==> config.mk <==
export PLATFORM = sky130hd
export DESIGN_NAME = uart_command_frame_engine_core
export DESIGN_NICKNAME = d
export VERILOG_FILES = /design/src/hw/rtl/ucfe_pkg.sv /design/src/hw/rtl/ucfe_parser.sv /design/src/hw/rtl/ucfe_serializer.sv /design/src/hw/rtl/uart_command_frame_engine_core.sv
export SDC_FILE = /design/constraint.sdc
export NUM_CORES = 1
export LEC_CHECK = 0
export ABC_AREA = 1
export BUFFER_PORTS_ARGS = -buffer_cell sky130_fd_sc_hd__clkbuf_2
export CORE_UTILIZATION = 40
export DETAILED_ROUTE_END_ITERATION = 8
export GPL_ROUTABILITY_DRIVEN = 0
export PLACE_DENSITY = 0.59
export SLEW_MARGIN = 20
export SYNTH_ARGS = -nofsm -noshare
export SYNTH_HDL_FRONTEND = slang
export SYNTH_HIERARCHICAL = 1
export SYNTH_SLANG_ARGS = --single-unit
export TNS_END_PERCENT = 50
==> constraint.sdc <==
create_clock -name clock -period 9.9 [get_ports clock]
set_input_delay 0.495 -clock clock [delete_from_list [all_inputs] [get_ports clock]]
set_output_delay 0.495 -clock clock [all_outputs]
set_load 0.01 [all_outputs]
==> src/hw/rtl/ucfe_pkg.sv <==
// Shared types and constants for the serial command frame engine.
// Used by the parser, the output serializer and the top level.
package ucfe_pkg;

   // Largest reply payload the parser accepts (0 to 4 bytes).
   localparam logic [3:0] PAYLOAD_MAX = 4'd4;

   // Request types.
   localparam logic [1:0] REQ_SEND = 2'd0;
   localparam logic [1:0] REQ_BYTE = 2'd1;
   localparam logic [1:0] REQ_TICK = 2'd2;

   // Configuration register indexes.
   localparam logic [1:0] CSR_REPLY_TIMEOUT = 2'd0;
   localparam logic [1:0] CSR_ABORT_WINDOW  = 2'd1;
   localparam logic [1:0] CSR_PAYLOAD_LEN   = 2'd2;

   // Completion status codes.
   localparam logic [2:0] ST_OK        = 3'd0;
   localparam logic [2:0] ST_SYNC_TO   = 3'd1;
   localparam logic [2:0] ST_READ_TO   = 3'd2;
   localparam logic [2:0] ST_BAD_TAIL  = 3'd3;
   localparam logic [2:0] ST_CHECKSUM  = 3'd4;
   localparam logic [2:0] ST_SIZE      = 3'd5;
   localparam logic [2:0] ST_FUNCTION  = 3'd6;

   // Result kinds.
   localparam logic KIND_TX   = 1'b0;
   localparam logic KIND_DONE = 1'b1;

   // Frame bytes.
   localparam logic [7:0] SYNC_BYTE    = 8'hfe;
   localparam logic [7:0] CMD_LEN_BYTE = 8'h05;
   localparam logic [7:0] TAIL_BYTE    = 8'h16;
   localparam logic [7:0] LEN_OVERHEAD = 8'd3;
   localparam logic [16:0] ELAPSED_MAX = 17'h1ffff;

   // Frame byte positions.
   localparam logic [2:0] POS_SYNC0 = 3'd0;
   localparam logic [2:0] POS_SYNC1 = 3'd1;
   localparam logic [2:0] POS_LEN   = 3'd2;
   localparam logic [2:0] POS_FUNC  = 3'd3;
   localparam logic [2:0] POS_DH    = 3'd4;
   localparam logic [2:0] POS_DL    = 3'd5;
   localparam logic [2:0] POS_SUM   = 3'd6;
   localparam logic [2:0] POS_TAIL  = 3'd7;

   typedef enum logic [2:0] {
      PH_IDLE    = 3'd0,
      PH_HUNT    = 3'd1,
      PH_LEN     = 3'd2,
      PH_FUNC    = 3'd3,
      PH_PAYLOAD = 3'd4,
      PH_SUM     = 3'd5,
      PH_TAIL    = 3'd6
   } phase_type;

   typedef struct packed {
      logic [15:0] reply_timeout_ms;
      logic [15:0] abort_window_ms;
      logic [2:0]  payload_len;
   } cfg_type;

   // What one accepted item asks of the output side.
   typedef struct packed {
      logic        frame;          // emit an 8-byte command frame
      logic        done;           // emit one completion
      logic [7:0]  func_code;
      logic [15:0] cmd_word;
      logic [2:0]  status;
      logic [31:0] payload_word;
      logic [2:0]  payload_count;
   } desc_type;

endpackage

==> src/hw/rtl/ucfe_parser.sv <==
// Reply parser and timeout tracking for the serial command frame engine.
// Depends on ucfe_pkg; updates its state once per accepted item.
module ucfe_parser (
   input  logic              clock,
   input  logic              reset,
   input  logic              accept,
   input  logic [1:0]        req_type,
   input  logic [7:0]        func_code,
   input  logic [15:0]       cmd_word,
   input  logic [7:0]        rx_byte,
   input  ucfe_pkg::cfg_type cfg,
   output ucfe_pkg::desc_type desc
);

   ucfe_pkg::phase_type phase_ff, phase_in;
   logic [7:0]  prev_byte_ff, prev_byte_in;
   logic [7:0]  pending_fn_ff, pending_fn_in;
   logic [7:0]  length_ff, length_in;
   logic [16:0] elapsed_ff, elapsed_in;
   logic [31:0] payload_acc_ff, payload_acc_in;
   logic [2:0]  byte_count_ff, byte_count_in;
   logic [7:0]  sum_acc_ff, sum_acc_in;
   logic [7:0]  got_sum_ff, got_sum_in;

   logic [2:0]  eff_len;
   logic [16:0] elapsed_inc;
   logic        active;
   logic        tick_timeout;
   logic        sync_seen;
   logic        len_match;
   logic        fn_match;
   logic [2:0]  byte_count_inc;
   logic        payload_full;
   logic        tail_ok;
   logic        sum_ok;

   assign eff_len = ({1'b0, cfg.payload_len} > ucfe_pkg::PAYLOAD_MAX) ?
                    ucfe_pkg::PAYLOAD_MAX[2:0] : cfg.payload_len;
   assign elapsed_inc = (elapsed_ff == ucfe_pkg::ELAPSED_MAX) ?
                        elapsed_ff : elapsed_ff + 17'd1;
   assign active = (phase_ff != ucfe_pkg::PH_IDLE);
   // Before sync the reply limit applies, after sync the abort window.
   assign tick_timeout = (phase_ff == ucfe_pkg::PH_HUNT) ?
                         (elapsed_inc > {1'b0, cfg.reply_timeout_ms}) :
                         (elapsed_inc > {1'b0, cfg.abort_window_ms});
   assign sync_seen = (prev_byte_ff == ucfe_pkg::SYNC_BYTE) &&
                      (rx_byte == ucfe_pkg::SYNC_BYTE);
   assign len_match = (length_ff == ({5'd0, eff_len} + ucfe_pkg::LEN_OVERHEAD));
   assign fn_match = (rx_byte == pending_fn_ff);
   assign byte_count_inc = byte_count_ff + 3'd1;
   assign payload_full = (byte_count_inc >= eff_len);
   assign tail_ok = (rx_byte == ucfe_pkg::TAIL_BYTE);
   assign sum_ok = (got_sum_ff == sum_acc_ff);

   // Next phase
   always_comb begin
      phase_in = phase_ff;
      if (accept) begin
         if (req_type == ucfe_pkg::REQ_SEND) begin
            phase_in = ucfe_pkg::PH_HUNT;
         end else if (active && req_type == ucfe_pkg::REQ_TICK) begin
            if (tick_timeout) phase_in = ucfe_pkg::PH_IDLE;
         end else if (active && req_type == ucfe_pkg::REQ_BYTE) begin
            case (phase_ff)
               ucfe_pkg::PH_HUNT: begin
                  if (sync_seen) phase_in = ucfe_pkg::PH_LEN;
               end
               ucfe_pkg::PH_LEN: begin
                  phase_in = ucfe_pkg::PH_FUNC;
               end
               ucfe_pkg::PH_FUNC: begin
                  if (!len_match || !fn_match) phase_in = ucfe_pkg::PH_IDLE;
                  else if (eff_len == 3'd0) phase_in = ucfe_pkg::PH_SUM;
                  else phase_in = ucfe_pkg::PH_PAYLOAD;
               end
               ucfe_pkg::PH_PAYLOAD: begin
                  if (payload_full) phase_in = ucfe_pkg::PH_SUM;
               end
               ucfe_pkg::PH_SUM: begin
                  phase_in = ucfe_pkg::PH_TAIL;
               end
               default: begin
                  phase_in = ucfe_pkg::PH_IDLE;
               end
            endcase
         end
      end
   end

   // Datapath and result descriptor
   always_comb begin
      prev_byte_in   = prev_byte_ff;
      pending_fn_in  = pending_fn_ff;
      length_in      = length_ff;
      elapsed_in     = elapsed_ff;
      payload_acc_in = payload_acc_ff;
      byte_count_in  = byte_count_ff;
      sum_acc_in     = sum_acc_ff;
      got_sum_in     = got_sum_ff;
      desc               = '0;
      desc.func_code     = func_code;
      desc.cmd_word      = cmd_word;
      desc.payload_count = byte_count_ff;
      if (accept) begin
         if (req_type == ucfe_pkg::REQ_SEND) begin
            desc.frame     = 1'b1;
            prev_byte_in   = 8'd0;
            pending_fn_in  = func_code;
            length_in      = 8'd0;
            elapsed_in     = 17'd0;
            payload_acc_in = 32'd0;
            byte_count_in  = 3'd0;
            sum_acc_in     = 8'd0;
            got_sum_in     = 8'd0;
         end else if (active && req_type == ucfe_pkg::REQ_TICK) begin
            elapsed_in = elapsed_inc;
            if (tick_timeout) begin
               desc.done   = 1'b1;
               desc.status = (phase_ff == ucfe_pkg::PH_HUNT) ?
                             ucfe_pkg::ST_SYNC_TO : ucfe_pkg::ST_READ_TO;
            end
         end else if (active && req_type == ucfe_pkg::REQ_BYTE) begin
            case (phase_ff)
               ucfe_pkg::PH_HUNT: begin
                  prev_byte_in = rx_byte;
                  if (sync_seen) elapsed_in = 17'd0;
               end
               ucfe_pkg::PH_LEN: begin
                  length_in = rx_byte;
               end
               ucfe_pkg::PH_FUNC: begin
                  if (!len_match) begin
                     desc.done   = 1'b1;
                     desc.status = ucfe_pkg::ST_SIZE;
                  end else if (!fn_match) begin
                     desc.done   = 1'b1;
                     desc.status = ucfe_pkg::ST_FUNCTION;
                  end else begin
                     sum_acc_in     = length_ff + rx_byte;
                     payload_acc_in = 32'd0;
                     byte_count_in  = 3'd0;
                  end
               end
               ucfe_pkg::PH_PAYLOAD: begin
                  payload_acc_in = {payload_acc_ff[23:0], rx_byte};
                  sum_acc_in     = sum_acc_ff + rx_byte;
                  byte_count_in  = byte_count_inc;
               end
               ucfe_pkg::PH_SUM: begin
                  got_sum_in = rx_byte;
               end
               default: begin
                  desc.done = 1'b1;
                  if (!tail_ok) begin
                     desc.status = ucfe_pkg::ST_BAD_TAIL;
                  end else if (!sum_ok) begin
                     desc.status = ucfe_pkg::ST_CHECKSUM;
                  end else begin
                     desc.status       = ucfe_pkg::ST_OK;
                     desc.payload_word = payload_acc_ff;
                  end
               end
            endcase
         end
      end
   end

   always_ff @(posedge clock) begin
      if (reset) begin
         phase_ff       <= ucfe_pkg::PH_IDLE;
         prev_byte_ff   <= 8'd0;
         pending_fn_ff  <= 8'd0;
         length_ff      <= 8'd0;
         elapsed_ff     <= 17'd0;
         payload_acc_ff <= 32'd0;
         byte_count_ff  <= 3'd0;
         sum_acc_ff     <= 8'd0;
         got_sum_ff     <= 8'd0;
      end else begin
         phase_ff       <= phase_in;
         prev_byte_ff   <= prev_byte_in;
         pending_fn_ff  <= pending_fn_in;
         length_ff      <= length_in;
         elapsed_ff     <= elapsed_in;
         payload_acc_ff <= payload_acc_in;
         byte_count_ff  <= byte_count_in;
         sum_acc_ff     <= sum_acc_in;
         got_sum_ff     <= got_sum_in;
      end
   end

   a_done_then_idle: assert property (@(posedge clock) disable iff (reset)
      desc.done |=> phase_ff == ucfe_pkg::PH_IDLE)
      else $error("parser not idle after completion");

   a_done_needs_reply: assert property (@(posedge clock) disable iff (reset)
      desc.done |-> phase_ff != ucfe_pkg::PH_IDLE)
      else $error("completion while idle");

   a_ok_only_at_tail: assert property (@(posedge clock) disable iff (reset)
      (desc.done && desc.status == ucfe_pkg::ST_OK) |-> phase_ff == ucfe_pkg::PH_TAIL)
      else $error("ok status outside tail");

   a_send_restarts: assert property (@(posedge clock) disable iff (reset)
      (accept && req_type == ucfe_pkg::REQ_SEND) |=>
         (phase_ff == ucfe_pkg::PH_HUNT && elapsed_ff == 17'd0))
      else $error("send did not restart the hunt");

endmodule

==> src/hw/rtl/ucfe_serializer.sv <==
// Result register and frame serializer for the serial command frame engine.
// Depends on ucfe_pkg; emits eight frame bytes or one completion per load.
module ucfe_serializer (
   input  logic               clock,
   input  logic               reset,
   input  logic               load,
   input  ucfe_pkg::desc_type desc,
   output logic               free,
   output logic               rsp_valid,
   input  logic               rsp_stall,
   output logic               rsp_result_kind,
   output logic [7:0]         rsp_tx_byte,
   output logic               rsp_is_last,
   output logic [2:0]         rsp_status,
   output logic [31:0]        rsp_payload_word,
   output logic [2:0]         rsp_payload_count
);

   logic        busy_ff, busy_in;
   logic        frame_ff, frame_in;
   logic [2:0]  idx_ff, idx_in;
   logic [7:0]  fn_ff, fn_in;
   logic [15:0] word_ff, word_in;
   logic [7:0]  sum_ff, sum_in;
   logic [2:0]  status_ff, status_in;
   logic [31:0] payload_ff, payload_in;
   logic [2:0]  count_ff, count_in;

   logic take;
   logic last_out;
   logic [7:0] frame_byte;

   assign take     = busy_ff && !rsp_stall;
   assign last_out = !frame_ff || (idx_ff == ucfe_pkg::POS_TAIL);
   // Free when empty or when the last result leaves this cycle.
   assign free     = !busy_ff || (take && last_out);

   always_comb begin
      case (idx_ff)
         ucfe_pkg::POS_SYNC0: frame_byte = ucfe_pkg::SYNC_BYTE;
         ucfe_pkg::POS_SYNC1: frame_byte = ucfe_pkg::SYNC_BYTE;
         ucfe_pkg::POS_LEN:   frame_byte = ucfe_pkg::CMD_LEN_BYTE;
         ucfe_pkg::POS_FUNC:  frame_byte = fn_ff;
         ucfe_pkg::POS_DH:    frame_byte = word_ff[15:8];
         ucfe_pkg::POS_DL:    frame_byte = word_ff[7:0];
         ucfe_pkg::POS_SUM:   frame_byte = sum_ff;
         default:             frame_byte = ucfe_pkg::TAIL_BYTE;
      endcase
   end

   assign rsp_valid         = busy_ff;
   assign rsp_result_kind   = frame_ff ? ucfe_pkg::KIND_TX : ucfe_pkg::KIND_DONE;
   assign rsp_tx_byte       = frame_ff ? frame_byte : 8'd0;
   assign rsp_is_last       = frame_ff && (idx_ff == ucfe_pkg::POS_TAIL);
   assign rsp_status        = frame_ff ? ucfe_pkg::ST_OK : status_ff;
   assign rsp_payload_word  = frame_ff ? 32'd0 : payload_ff;
   assign rsp_payload_count = frame_ff ? 3'd0 : count_ff;

   always_comb begin
      busy_in    = busy_ff;
      frame_in   = frame_ff;
      idx_in     = idx_ff;
      fn_in      = fn_ff;
      word_in    = word_ff;
      sum_in     = sum_ff;
      status_in  = status_ff;
      payload_in = payload_ff;
      count_in   = count_ff;
      if (load) begin
         busy_in    = 1'b1;
         frame_in   = desc.frame;
         idx_in     = ucfe_pkg::POS_SYNC0;
         fn_in      = desc.func_code;
         word_in    = desc.cmd_word;
         sum_in     = ucfe_pkg::CMD_LEN_BYTE + desc.func_code +
                      desc.cmd_word[15:8] + desc.cmd_word[7:0];
         status_in  = desc.status;
         payload_in = desc.payload_word;
         count_in   = desc.payload_count;
      end else if (take) begin
         // advance through the frame, drop the item after its last result
         if (last_out) busy_in = 1'b0;
         else idx_in = idx_ff + 3'd1;
      end
   end

   always_ff @(posedge clock) begin
      if (reset) begin
         busy_ff  <= 1'b0;
         frame_ff <= 1'b0;
         idx_ff   <= 3'd0;
      end else begin
         busy_ff  <= busy_in;
         frame_ff <= frame_in;
         idx_ff   <= idx_in;
      end
      fn_ff      <= fn_in;
      word_ff    <= word_in;
      sum_ff     <= sum_in;
      status_ff  <= status_in;
      payload_ff <= payload_in;
      count_ff   <= count_in;
   end

   a_load_when_free: assert property (@(posedge clock) disable iff (reset)
      load |-> free)
      else $error("result register overwritten");

   a_done_single: assert property (@(posedge clock) disable iff (reset)
      (busy_ff && !frame_ff) |-> idx_ff == ucfe_pkg::POS_SYNC0)
      else $error("completion with frame position");

   a_frame_advances: assert property (@(posedge clock) disable iff (reset)
      (take && !last_out) |=> (busy_ff && idx_ff == $past(idx_ff) + 3'd1))
      else $error("frame position did not advance");

endmodule

==> src/hw/rtl/uart_command_frame_engine_core.sv <==
// Timing: a completion appears in the cycle after its item; a send gives its
// first frame byte the next cycle and then one byte per cycle without stall.
// Throughput: one item per cycle while rsp_stall is low, except that a send
// holds req_stall while its remaining frame bytes occupy the result register.
// Reset (synchronous, active high) empties the result register, puts the
// parser in idle and loads the register defaults 40 ms, 10 ms and 4 bytes.
module uart_command_frame_engine_core (
   input  logic        clock,
   input  logic        reset,
   input  logic        req_valid,
   output logic        req_stall,
   input  logic [1:0]  req_type,
   input  logic [7:0]  req_func_code,
   input  logic [15:0] req_cmd_word,
   input  logic [7:0]  req_rx_byte,
   output logic        rsp_valid,
   input  logic        rsp_stall,
   output logic        rsp_result_kind,
   output logic [7:0]  rsp_tx_byte,
   output logic        rsp_is_last,
   output logic [2:0]  rsp_status,
   output logic [31:0] rsp_payload_word,
   output logic [2:0]  rsp_payload_count,
   input  logic        csr_valid,
   output logic        csr_ready,
   input  logic [1:0]  csr_index,
   input  logic [15:0] csr_wdata
);

   ucfe_pkg::cfg_type  cfg_ff, cfg_in;
   ucfe_pkg::desc_type desc;
   logic accept;
   logic free;
   logic load;

   assign csr_ready = 1'b1;

   always_comb begin
      cfg_in = cfg_ff;
      if (csr_valid && csr_ready) begin
         case (csr_index)
            ucfe_pkg::CSR_REPLY_TIMEOUT: cfg_in.reply_timeout_ms = csr_wdata;
            ucfe_pkg::CSR_ABORT_WINDOW:  cfg_in.abort_window_ms  = csr_wdata;
            ucfe_pkg::CSR_PAYLOAD_LEN:   cfg_in.payload_len      = csr_wdata[2:0];
            default:                     cfg_in = cfg_ff;
         endcase
      end
   end

   always_ff @(posedge clock) begin
      if (reset) begin
         cfg_ff.reply_timeout_ms <= 16'd40;
         cfg_ff.abort_window_ms  <= 16'd10;
         cfg_ff.payload_len      <= 3'd4;
      end else begin
         cfg_ff <= cfg_in;
      end
   end

   assign req_stall = !free;
   assign accept    = req_valid && !req_stall;
   assign load      = desc.frame || desc.done;

   ucfe_parser u_parser (
      .clock     (clock),
      .reset     (reset),
      .accept    (accept),
      .req_type  (req_type),
      .func_code (req_func_code),
      .cmd_word  (req_cmd_word),
      .rx_byte   (req_rx_byte),
      .cfg       (cfg_ff),
      .desc      (desc)
   );

   ucfe_serializer u_serializer (
      .clock             (clock),
      .reset             (reset),
      .load              (load),
      .desc              (desc),
      .free              (free),
      .rsp_valid         (rsp_valid),
      .rsp_stall         (rsp_stall),
      .rsp_result_kind   (rsp_result_kind),
      .rsp_tx_byte       (rsp_tx_byte),
      .rsp_is_last       (rsp_is_last),
      .rsp_status        (rsp_status),
      .rsp_payload_word  (rsp_payload_word),
      .rsp_payload_count (rsp_payload_count)
   );

endmodule
==> impl_metrics.csv <==
group,metric,value,unit
status,status,"complete, no violations",
final_layout,fin_nets,1734,
die,die-area,0.0302,mm2
synth,yosysWarnings,6,
cts,clk_path_buf_depth,3,
die,die_width,174,um
synth,syn-instance-count,1546,
power,clockPowerShare,42.4,%
route,post_drt_wl_per_cell,13.5,um
timing,max-slew-margin-rel,38.7,%
die,fp-row-count,62,
worst_setup_path,worstSetupEndpointType,"flop",
synth,synth_edf_count,70,
final_layout,area_growth,11.3,%
worst_setup_path,cp_common_cell,"nand2_1",
placement,place_area,0.0123,mm2
synth,async_flop_share,0,%
worst_setup_path,crit_path_top_delay_cell,"buf_4",
final_layout,final_cell_mix,"281 x nand2_1, 241 x inv_1, 220 x nor2_1",
worst_setup_path,cp.required,10310,ps
power,irDropWorstVdd,0.000113,V
power,p_int,1590,uW
cts,cts_resized,0,
grt,grt_pass1_vias,9099,
timing,grt_setup_unrepaired,"false",
cts,clk_latency,530,ps
grt,antenna_found_initial,0,
synth,syn_area,0.0118,mm2
timing,fin_tns_setup,0,ps
final_layout,postLayoutCoreUtil,45.6,%
timing,finClkSkew,35.0,ps
die,ios,108,
grt,overflow,0,
final_layout,design_area,0.0132,mm2
route,first_pass_iters,7,
timing,timing_worst_slew_pin_value,920,ps
route,drt_iter0_drc,623,
final_layout,nFillCells,2977,
placement,pre_cts_ws,5630,ps
timing,slew_viol_final,0,
power,pwr-share-comb,14.2,%
cts,cts_tree,"yes",
timing,post-route-min-period,4290,ps
worst_setup_path,critical_path.startpoint_type,"flop",
synth,synth_top_flop_cell,"dfxtp_1",
timing,fmax,0.233,GHz
power,switching_power,570,uW
timing,setup_viol,0,
run,cap_violations,0,
synth,ys_seq_area_share,40.6,%
power,sequentialPowerShare,43.4,%
synth,synth_seq_cells,205,
worst_setup_path,worstSetupPathType,"reg2reg",
route,drcViolationCount,0,
placement,place_hpwl,19.5,mm
placement,io_buffer_count,106,
power,p_leak,0.00608,uW
final_layout,final_common_cell,"nand2_1",
cts,numCtsBuffers,24,
worst_setup_path,crit_arrival,4710,ps
die,start_util,41.0,%
synth,syn_nets,1678,
grt,grt_pass1_wl,45.3,mm
synth,yosysUniqueCellTypes,53,
power,p_sw_share,26.4,%
min_path,min_path_type,"in2reg",
worst_setup_path,max_stage_delay,690,ps
die,core,0.0289,mm2
power,powerDensity,164,mW/mm2
cts,ctsHoldBuffers,0,
final_layout,diodes,0,
route,routed_via_density,4.78,
timing,hold_violations,0,
cts,cts_setup_buffers,0,
final_layout,drive_gt1_share,12.9,%
grt,track_usage,18.1,%
route,drtAntennaViolNets,0,
timing,worst_slack,5610,ps
cts,cts-root-buf,"clkbuf_16",
worst_setup_path,cp_max_fo,72,
route,drt-total-wl,27.0,mm
cts,clkSlewWorstSetupHoldPaths,60,ps
cts,htree_levels,1,
synth,post_synth.cell_area_avg,7.65,um2
grt,grt_max_degree,73,
cts,cts_sinks,205,
die,die_height,174,um
timing,finalCritPeriodShare,43.4,%
route,dr_total_vias,9582,
## sequential cells by signal (all words and copies together), names as in the netlist
| name | flops |
|---|---|
| u_parser/got_sum_ff | 8 |
| u_parser/pending_fn_ff | 8 |
| u_serializer/rsp_valid | 1 |
| u_serializer/idx_ff | 3 |
| u_serializer/payload_ff | 32 |
| u_serializer/status_ff | 3 |
| u_parser/byte_count_ff | 3 |
| u_serializer/sum_ff | 8 |
| u_parser/elapsed_ff | 17 |
| u_serializer/count_ff | 3 |
| u_parser/prev_byte_ff | 8 |
| u_parser/length_ff | 8 |
| u_parser/payload_acc_ff | 32 |
| u_serializer/word_ff | 16 |
| u_parser/phase_ff | 3 |
| u_serializer/fn_ff | 8 |
| cfg_ff | 35 |
| u_parser/sum_acc_ff | 8 |
| u_serializer/frame_ff | 1 |
## worst max-delay path, delay by kind of cell (launching register included)
kind,cells,cell delay (ps)
AOI/OAI and AO/OA,3,410
xor gates and xnor gates,1,120
adders and majority gates,2,570
buffers and inverters,4,1020
DFF,1,370
and+or+nand+nor,18,1700
## per-layer routing
metal	part of all wire [%]	vias to the layer above	GRT usage (%)	wire length (um)
li1	-	4987	-	-
met1	47	4364	24.1	12700
met2	47	187	30.5	12600
met3	3.7	44	2.34	999
met4	2.6	0	5.88	699
met5	0	-	0	0
## stage by stage
stage	instances	hold WS [ps]	power [uW]
3_3_place_gp	1960	446	1260
2_1_floorplan	1546	429	1180
6_report	2003	157	2160
5_1_grt	2003	145	2270
4_1_cts	2003	143	2180
3_5_place_dp	1960	443	1260
## final timing paths
| path | from | to | slack, ps | cells past startpoint |
|---|---|---|---|---|
| worst max register to register | u_parser/elapsed_ff[0]$_SDFFE_PP0P_ | u_serializer/frame_ff$_SDFFE_PP0P_ | 5610 | 28 |
| worst min register to register | u_parser/prev_byte_ff[6]$_SDFFE_PP0P_ | u_parser/prev_byte_ff[6]$_SDFFE_PP0P_ | 460 | 2 |
| worst min-delay path | req_cmd_word[9] | u_serializer/word_ff[9]$_DFFE_PP_ | 160 | 1 |
| worst max-delay path | u_parser/elapsed_ff[0]$_SDFFE_PP0P_ | u_serializer/frame_ff$_SDFFE_PP0P_ | 5610 | 28 |
## cells by family after synthesis
| logic type | synth area share, % |
|---|---|
| muxes | 0.0847 |
| DFF | 40.6 |
| and+or+nand+nor | 24.8 |
| other | 0.0317 |
| AOI/OAI and AO/OA | 9.74 |
| xor gates and xnor gates | 3.60 |
| buffers and inverters | 12.7 |
| adders and majority gates | 8.45 |
## layout make-up
class	instances	area [um2]	area share, %
multi-input combinational	1007	5520	41.9
sequential	205	4800	36.5
inverter	255	962	7.31
clock buffer	36	736	5.59
timing repair buffer	109	553	4.20
tap	384	480	3.65
clock inverter	7	104	0.789
## power by group through the flow
stage,clock [uW],sequential (uW),combinational [uW]
after global placement,0,953,306
after floorplan,0,949,235
final,915,936,308
after global routing,976,940,353
after CTS,938,936,310
after detailed placement,0,954,309
## Yosys cell counts, drive strengths merged, types with 2 or more instances
library cell / count / area share (%)
nand2: 295 / 9.8
inv: 253 / 8.1
nor2: 235 / 8.2
dfxtp: 135 / 23
a21oi: 124 / 5.2
o21ai: 88 / 3.9
edfxtp: 70 / 18
ha: 67 / 7.1
nand3: 62 / 3.0
buf: 55 / 3.5
nor3: 35 / 1.7
xnor2: 27 / 2.2
clkbuf: 24 / 1.0
xor2: 19 / 1.4
nand4: 16 / 0.90
nor3b: 10 / 0.68
fa: 8 / 1.4
nor4: 4 / 0.21
a31oi: 2 / 0.11
clkinv: 2 / 0.064
nand3b: 2 / 0.13
or2: 2 / 0.11
Note: power is estimated with default switching activity, not from simulation.
